<file path="config.mk">
export PLATFORM = sky130hd
export DESIGN_NAME = postfix_accumulator_code_emitter
export DESIGN_NICKNAME = d
export VERILOG_FILES = /design/src/rtl/pace_pkg.sv /design/src/rtl/pace_ram.sv /design/src/rtl/postfix_accumulator_code_emitter.sv
export SDC_FILE = /design/constraint.sdc
export NUM_CORES = 2
export LEC_CHECK = 0
export ABC_AREA = 1
export BUFFER_PORTS_ARGS = -buffer_cell sky130_fd_sc_hd__clkbuf_2
export CORE_AREA = 2 2 424 426
export DETAILED_ROUTE_END_ITERATION = 10
export DIE_AREA = 0 0 426 428
export GPL_TIMING_DRIVEN = 0
export PLACE_DENSITY = 0.48
export SYNTH_ARGS = -nofsm -noshare
export SYNTH_HDL_FRONTEND = slang
export SYNTH_HIERARCHICAL = 1
export SYNTH_SLANG_ARGS = --single-unit
</file>
<file path="constraint.sdc">
create_clock -name aclk -period 14 [get_ports aclk]
set_input_delay 2.1 -clock aclk [delete_from_list [all_inputs] [get_ports aclk]]
set_output_delay 2.1 -clock aclk [all_outputs]
set_load 0.005 [all_outputs]
</file>
<file path="src/rtl/pace_pkg.sv">
// Shared types and constants for the postfix accumulator code emitter.
// No dependencies.
package pace_pkg;

    localparam int SYM_W     = 8;
    localparam int VAL_W     = 8;
    localparam int S_DATA_W  = 8;
    localparam int S_USER_W  = 1;
    localparam int M_DATA_W  = 16;
    localparam int M_USER_W  = 2;

    localparam logic [SYM_W-1:0] SYM_ADD = 8'h2B;
    localparam logic [SYM_W-1:0] SYM_SUB = 8'h2D;
    localparam logic [SYM_W-1:0] SYM_MUL = 8'h2A;
    localparam logic [SYM_W-1:0] SYM_DIV = 8'h2F;

    typedef enum logic [1:0] {
        KIND_LOAD  = 2'd0,
        KIND_OP    = 2'd1,
        KIND_STORE = 2'd2,
        KIND_ERROR = 2'd3
    } kind_t;

    typedef enum logic [1:0] {
        OPC_ADD = 2'd0,
        OPC_SUB = 2'd1,
        OPC_MUL = 2'd2,
        OPC_DIV = 2'd3
    } opcode_t;

    typedef enum logic {
        ERR_UNDERFLOW = 1'b0,
        ERR_OVERFLOW  = 1'b1
    } err_code_t;

    typedef enum logic [1:0] {
        BEAT_LOAD  = 2'd0,
        BEAT_OP    = 2'd1,
        BEAT_STORE = 2'd2
    } beat_t;

    // one stack entry: temp tag and the letter symbol or temp number
    typedef struct packed {
        logic             tag;
        logic [VAL_W-1:0] val;
    } entry_t;

    localparam int ENTRY_W = $bits(entry_t);

    // everything one item leaves for the result channel
    typedef struct packed {
        logic             is_err;
        err_code_t        err_code;
        opcode_t          opcode;
        entry_t           left;
        entry_t           right;
        logic [VAL_W-1:0] tnum;
    } rec_t;

endpackage

</file>
<file path="src/rtl/pace_ram.sv">
// Generic single-write, single-read RAM with registered read data.
// No dependencies.
module pace_ram #(
    parameter int WIDTH = 9,
    parameter int DEPTH = 128
) (
    input  logic                     aclk,
    input  logic                     we,
    input  logic [$clog2(DEPTH)-1:0] waddr,
    input  logic [WIDTH-1:0]         wdata,
    input  logic [$clog2(DEPTH)-1:0] raddr,
    output logic [WIDTH-1:0]         rdata
);

    logic [WIDTH-1:0] mem_reg [DEPTH];
    logic [WIDTH-1:0] rd_data_reg;

    always_ff @(posedge aclk) begin
        if (we) begin
            mem_reg[waddr] <= wdata;
        end
        rd_data_reg <= mem_reg[raddr];
    end

    assign rdata = rd_data_reg;

endmodule

</file>
<file path="src/rtl/postfix_accumulator_code_emitter.sv">
// Postfix to accumulator code emitter: top two stack entries in registers, rest in pace_ram.
// The first result beat is registered and valid in the cycle after the input beat is accepted, if the port is idle.
// Letters and ignored symbols are accepted one beat per cycle while s_tready is high; an operator
// holds the result port for three beats and an error for one.
// Reset (aresetn, synchronous) clears stack count, temp counter, error latch and queue;
// the stack memory is not cleared and no clearing pass is needed.
module postfix_accumulator_code_emitter #(
    parameter int STACK_DEPTH = 128,
    parameter int TEMP_BITS   = 8
) (
    input  logic                          aclk,
    input  logic                          aresetn,
    input  logic                          s_tvalid,
    output logic                          s_tready,
    input  logic [pace_pkg::S_DATA_W-1:0] s_tdata,  // [7:0] symbol
    input  logic [pace_pkg::S_USER_W-1:0] s_tuser,  // [0] first
    output logic                          m_tvalid,
    input  logic                          m_tready,
    output logic [pace_pkg::M_DATA_W-1:0] m_tdata,  // [1:0] opcode, [2] is_temp,
                                                    // [10:3] operand, [11] error_code
    output logic [pace_pkg::M_USER_W-1:0] m_tuser,  // [1:0] kind
    output logic                          m_tlast
);

    import pace_pkg::*;

    localparam int CW = $clog2(STACK_DEPTH + 1);
    localparam int AW = $clog2(STACK_DEPTH);

    // stack and expression state
    logic [CW-1:0]        count_reg, count_next;
    logic [TEMP_BITS-1:0] temp_reg, temp_next;
    logic                 err_reg, err_next;
    entry_t               top_reg, top_next;
    entry_t               second_reg, second_next;
    logic                 fwd_valid_reg;
    entry_t               fwd_data_reg;

    // result queue
    rec_t                 out_rec_reg, hold_rec_reg;
    logic                 out_valid_reg, hold_valid_reg;
    beat_t                beat_reg;

    logic                 accept;
    logic                 first;
    logic [SYM_W-1:0]     symbol;
    logic [CW-1:0]        eff_count;
    logic [TEMP_BITS-1:0] eff_temp, new_temp;
    logic                 eff_err;
    logic                 is_letter, is_op;
    opcode_t              op;
    entry_t               mem_top;
    logic [ENTRY_W-1:0]   ram_rdata;
    logic                 ram_we;
    logic [AW-1:0]        ram_waddr, ram_raddr;
    rec_t                 new_rec;
    logic                 new_valid;
    logic                 last_beat, out_done, out_free;

    assign accept = s_tvalid && s_tready;
    assign first  = s_tuser[0];
    assign symbol = s_tdata[SYM_W-1:0];

    assign eff_count = first ? '0 : count_reg;
    assign eff_temp  = first ? '0 : temp_reg;
    assign eff_err   = first ? 1'b0 : err_reg;
    assign new_temp  = eff_temp + TEMP_BITS'(1);
    assign mem_top   = fwd_valid_reg ? fwd_data_reg : entry_t'(ram_rdata);

    always_comb begin
        is_letter = symbol inside {[8'h41:8'h5A], [8'h61:8'h7A]};
        is_op     = 1'b1;
        op        = OPC_ADD;
        case (symbol)
            SYM_ADD: op = OPC_ADD;
            SYM_SUB: op = OPC_SUB;
            SYM_MUL: op = OPC_MUL;
            SYM_DIV: op = OPC_DIV;
            default: is_op = 1'b0;
        endcase
    end

    always_comb begin
        count_next  = count_reg;
        temp_next   = temp_reg;
        err_next    = err_reg;
        top_next    = top_reg;
        second_next = second_reg;
        ram_we      = 1'b0;
        new_valid   = 1'b0;
        new_rec     = '0;
        new_rec.left  = second_reg;
        new_rec.right = top_reg;
        new_rec.tnum  = VAL_W'(new_temp);
        new_rec.opcode = op;
        if (accept) begin
            count_next = eff_count;
            temp_next  = eff_temp;
            err_next   = eff_err;
            if (!eff_err) begin
                if (is_letter) begin
                    if (eff_count == CW'(STACK_DEPTH)) begin
                        err_next         = 1'b1;
                        new_valid        = 1'b1;
                        new_rec.is_err   = 1'b1;
                        new_rec.err_code = ERR_OVERFLOW;
                    end else begin
                        ram_we      = eff_count >= CW'(2);
                        second_next = top_reg;
                        top_next    = '{tag: 1'b0, val: symbol};
                        count_next  = eff_count + CW'(1);
                    end
                end else if (is_op) begin
                    if (eff_count < CW'(2)) begin
                        err_next         = 1'b1;
                        new_valid        = 1'b1;
                        new_rec.is_err   = 1'b1;
                        new_rec.err_code = ERR_UNDERFLOW;
                    end else begin
                        new_valid   = 1'b1;
                        top_next    = '{tag: 1'b1, val: VAL_W'(new_temp)};
                        second_next = mem_top;
                        count_next  = eff_count - CW'(1);
                        temp_next   = new_temp;
                    end
                end
            end
        end
    end

    // memory holds entries below the top two; read port tracks the next one down
    assign ram_waddr = AW'(eff_count - CW'(2));
    assign ram_raddr = AW'(count_next - CW'(3));

    pace_ram #(
        .WIDTH(ENTRY_W),
        .DEPTH(STACK_DEPTH)
    ) u_stack (
        .aclk (aclk),
        .we   (ram_we),
        .waddr(ram_waddr),
        .wdata(second_reg),
        .raddr(ram_raddr),
        .rdata(ram_rdata)
    );

    assign last_beat = out_rec_reg.is_err || (beat_reg == BEAT_STORE);
    assign out_done  = out_valid_reg && m_tready && last_beat;
    assign out_free  = !out_valid_reg || out_done;
    assign s_tready  = !hold_valid_reg;

    always_ff @(posedge aclk) begin
        if (!aresetn) begin
            count_reg      <= '0;
            temp_reg       <= '0;
            err_reg        <= 1'b0;
            fwd_valid_reg  <= 1'b0;
            out_valid_reg  <= 1'b0;
            hold_valid_reg <= 1'b0;
            beat_reg       <= BEAT_LOAD;
        end else begin
            count_reg     <= count_next;
            temp_reg      <= temp_next;
            err_reg       <= err_next;
            fwd_valid_reg <= ram_we;
            if (out_free) begin
                beat_reg <= BEAT_LOAD;
                if (hold_valid_reg) begin
                    out_valid_reg  <= 1'b1;
                    hold_valid_reg <= 1'b0;
                end else begin
                    out_valid_reg <= new_valid;
                end
            end else begin
                if (m_tready) begin
                    beat_reg <= beat_t'(beat_reg + 2'd1);
                end
                if (new_valid) begin
                    hold_valid_reg <= 1'b1;
                end
            end
        end
    end

    always_ff @(posedge aclk) begin
        top_reg      <= top_next;
        second_reg   <= second_next;
        fwd_data_reg <= second_reg;
        if (out_free) begin
            out_rec_reg <= hold_valid_reg ? hold_rec_reg : new_rec;
        end else if (new_valid) begin
            hold_rec_reg <= new_rec;
        end
    end

    kind_t            o_kind;
    opcode_t          o_opcode;
    logic             o_is_temp;
    logic [VAL_W-1:0] o_operand;

    always_comb begin
        o_kind    = KIND_ERROR;
        o_opcode  = OPC_ADD;
        o_is_temp = 1'b0;
        o_operand = '0;
        if (!out_rec_reg.is_err) begin
            case (beat_reg)
                BEAT_LOAD: begin
                    o_kind    = KIND_LOAD;
                    o_is_temp = out_rec_reg.left.tag;
                    o_operand = out_rec_reg.left.val;
                end
                BEAT_OP: begin
                    o_kind    = KIND_OP;
                    o_opcode  = out_rec_reg.opcode;
                    o_is_temp = out_rec_reg.right.tag;
                    o_operand = out_rec_reg.right.val;
                end
                BEAT_STORE: begin
                    o_kind    = KIND_STORE;
                    o_is_temp = 1'b1;
                    o_operand = out_rec_reg.tnum;
                end
                default: begin
                    o_kind = KIND_ERROR;
                end
            endcase
        end
    end

    assign m_tvalid = out_valid_reg;
    assign m_tlast  = last_beat;
    assign m_tuser  = o_kind;
    assign m_tdata  = {4'b0000,
                       out_rec_reg.is_err ? out_rec_reg.err_code : ERR_UNDERFLOW,
                       o_operand, o_is_temp, o_opcode};

    a_hold_needs_out: assert property (@(posedge aclk) disable iff (!aresetn)
        hold_valid_reg |-> out_valid_reg)
        else $error("queue holds a record behind an empty output slot");

    a_count_bound: assert property (@(posedge aclk) disable iff (!aresetn)
        count_reg <= CW'(STACK_DEPTH))
        else $error("stack count beyond depth");

    a_err_one_beat: assert property (@(posedge aclk) disable iff (!aresetn)
        (out_valid_reg && out_rec_reg.is_err) |-> (beat_reg == BEAT_LOAD))
        else $error("error record past its only beat");

    a_first_letter: assert property (@(posedge aclk) disable iff (!aresetn)
        (accept && first && is_letter) |=> (count_reg == CW'(1) && !err_reg))
        else $error("first letter did not restart the stack");

endmodule
</file>
==> results summary <==
The flow ran to the end, but the final reports show violations. The checks that failed: max-capacitance violations, max-slew violations. For the worst setup path, the data required time is between 10 and 15 ns. Across the VDD grid, the largest voltage drop is 0.09637 mV.

The largest individual stage delay along the critical path comes from the cell nor2_1. The number of slew-limit violations in the final report is 11. The initial antenna violation count came to 7.

The setup check on the worst reg-to-reg path leaves a slack of 8.08 ns. The global-route wire length before repair came out at ~260000 um. The number of buffers and inverters on the critical path is 6.

Buffers placed on the I/O ports in this run total 29. The number of warnings printed during yosys synthesis came out at 6. The stage delay of the slowest cell on the critical path is 1.31 ns.

The leading area contributor after synthesis is edfxtp_1. After the first detailed-routing iteration, the DRC count stood at 4194. At the end of routability-driven placement, the weighted congestion stood at around 0.91. The power density relative to cell area is between 100 and 150 nW/um2. The overall track demand over capacity in global routing came out at between 15 and 20%. The clock transition time at the flip-flop clock pins of the worst setup and hold paths is around 0.060 ns. The per-cell via count in the routed design is 4.987. Counting flops with an async set or reset pin after synthesis yields a share of 0%. The die is approximately 430 um tall. STA classifies the critical path endpoint as a flip-flop. Ranked by total cell area, the synthesized netlist is headed by edfxtp_1, nand2_1, nand3_1.

The average footprint of a synthesized cell came out at 11.39 um2. Grouping stages by cell kind, the critical path spends the most delay in simple AND/OR/NAND/NOR gates. The largest buffer count on any clock path is 3. The tree built by TritonCTS fans out to 1270 sinks. The highest fanout seen on the critical path is 10. STA classifies the critical path startpoint as a primary input.

The top-area cell type share of the netlist area is 69.72%. The number of cells upsized or downsized after cts came out at 0. The netlist area before placement came out at between 50000 and 60000 um2. Summed over all layers, the global routing overflow is 0. The post-placement worst setup slack came out at between 6 and 7 ns.

The area of the core region is 177600 um2. The synthesized instance count came out at 4650. Setup repair after global routing left no endpoint under its margin. Pin placement for this block handled 34 I/O pins. The layout overhead on the synthesized area is 17.40%. The post-detailed-route wirelength per cell is 24.70 um.

For the finished layout, the period the worst path requires is 7.077 ns. Before antenna repair, the detailed router went through 8 iterations. The clock tree root driver cell is clkbuf_16. The routed wire length is around 180000 um.

Fill cells in the final layout number approximately 18000. The total DRC errors in the routed layout is 0. The routed layout has 36630 vias. Once the clock tree was built, the setup fixing pass inserted 0 buffers. The total leakage power is between 20 and 25 nW. The count of antenna-violating nets left after detailed routing came out at 0. For this configuration, the core starts out at a cell density of 29.82%.

After synthesis, the most frequently instantiated cells are nand2_1, edfxtp_1, nand3_1. Buffers inserted during clock tree synthesis total roughly 140. The most common cell in the synthesized netlist is nand2_1. The worst pin sits at a relative slew slack of -4.582%.

Detailed placement ended at an HPWL of around 130000 um. Setup violations remaining at the end of the flow were counted as 0. The count of hold buffers inserted by post-cts repair is 0.

The floorplan step set the die width to 426 um. Dividing the final minimum period by the clock period gives 50.55%. The full die area came out at 182300 um2. TritonCTS built the clock tree. The count of H-tree levels built during CTS is 4.

The post-route worst hold slack came out at around 0.45 ns. The kind of critical path is primary input to flip-flop. The number of enable flip-flop cells after synthesis came out at roughly 1200. For the final database, setup skew stands at 0.05222 ns.

The via count of the first global-routing pass came out at 34420. Row generation in the floorplan step produced 155 rows. Counting stages on the worst path, the most repeated cell is nor2_1.

The sequential area share after synthesis is 71.23%. The unique cell type count in the Yosys netlist came out at 42. The critical path goes through clkbuf_2 -> nor2_1 -> inv_1 -> ha_1 -> inv_1 -> nor2_1 -> nand2_1 -> nand2_2 -> nor2_1 -> inv_1 -> nor2_1 -> clkbuf_1 -> nand2_1 -> clkbuf_1 -> nor2_1. The most used flip-flop cell after synthesis is edfxtp_1. The synthesized design contains 1270 register bits. The transition time at the pin with the least slew margin is 1.569 ns. The clock insertion delay at the later pin of the skew report is 0.81 ns. The net count of the finished layout is 4911. The pin count of the biggest net entering global routing came out at 31.

The worst path setup slack after routing came out at ~7 ns. The layout cell share with drive strength beyond 1 is 10.65%. The final number of hold-violating endpoints is 0. The max-cap check violation count came out at 1. The final-layout setup total negative slack came out at 0 ns.

Derived from the worst setup path, the maximum achievable clock frequency is 141.3 MHz. The arrival time of the worst setup path is 7.47 ns. The path class of the lowest-slack min-delay path is flip-flop to flip-flop. Once placement finished, the instance area stood at 57820 um2. The register with the most flip-flops in the layout has 1152 of them. After routing the design area is around 62000 um2.
-- kinds of logic (layout without fill, tap and decap cells) --
logic type / after synthesis / count (layout) / synth area share (%)
xor gates and xnor gates: 12 / 12 / 0.1984
and+or+nand+nor: 2874 / 2874 / 23.27
AOI/OAI and AO/OA: 88 / 88 / 0.9589
adders and majority gates: 12 / 12 / 0.2834
other: 1 / 6 / 0.007078
DFF: 1270 / 1270 / 71.23
buffers and inverters: 393 / 728 / 4.048
-- final timing paths --
path              cells after the start                      to    startpoint
setup / recovery                     15  u_stack/mem_reg[22][8]       s_tuser
hold / removal                        0        hold_rec_reg[16]   new_rec[16]
hold reg to reg                       0        hold_rec_reg[16]   new_rec[16]
setup reg to reg                     15  u_stack/mem_reg[22][8]  count_reg[0]
-- metal layers --
layer	up-vias	track usage [%]	part of all wire, %
met4	2	5.665	2.8
met2	1437	30.52	46
met5	-	0	0.0072
li1	16720	-	-
met3	265	3.514	7.6
met1	18200	27.70	44
-- cell type report --
class / instances / area, um2 / area share, %
clock buffers: 174 / 3598 / 5.786
plain buffers: 281 / 1715 / 2.758
multi-input cells: 2990 / 13140 / 21.12
repair buffers: 94 / 1859 / 2.989
flip-flops and latches: 1270 / 37740 / 60.67
clock inverters: 67 / 770.7 / 1.239
inverters: 112 / 430.4 / 0.6920
well taps: 2355 / 2947 / 4.737
diodes: 2 / 5.005 / 0.008047
-- cell usage in the layout, fill, tap and decap left out, types with 8 or more instances in the layout --
cell type / n
buf_2: 134
buf_6: 57
o21ai_0: 40
clkbuf_1: 84
clkinv_1: 29
nand2_1: 1562
nor2_1: 178
nand2_2: 8
edfxtp_1: 1230
buf_16: 59
bufinv_16: 12
ha_1: 12
nor3_1: 14
dfxtp_1: 40
buf_4: 14
o211ai_1: 12
inv_2: 9
buf_1: 25
a21oi_1: 22
clkbuf_16: 138
clkinv_2: 18
xor2_1: 8
inv_1: 94
clkbuf_2: 30
nand3_1: 1078
-- worst reg2reg max path: stages (launching register included) --
cell	delay, ns
dfxtp_1	0.33
inv_1	0.05
nor2_1	0.80
inv_1	0.21
ha_1	0.29
inv_1	0.06
nor2_1	0.04
nand2_1	0.09
nand2_2	0.12
nor2_1	0.14
inv_1	0.08
nor2_1	0.35
clkbuf_1	0.45
nand2_1	0.44
clkbuf_1	0.75
nor2_1	1.32
-- per-stage QoR --
step                instances  total power [mW]  utilization (%)
finish                   7345             9.041            35.01
global route             7344             9.307            35.01
CTS                      7343             9.092            35.01
detailed placement       7102             5.498            32.55
global placement         7037             5.450            31.57
floorplan                4653             4.904                -
-- where the power goes --
part           total [mW]  internal (mW)  switching, mW
Clock                3.60           2.05           1.54
Combinational        1.23          0.321          0.909
Sequential           4.21           4.20         0.0148
Total                9.04           6.57           2.47
Note: power is estimated with default switching activity, not from simulation.
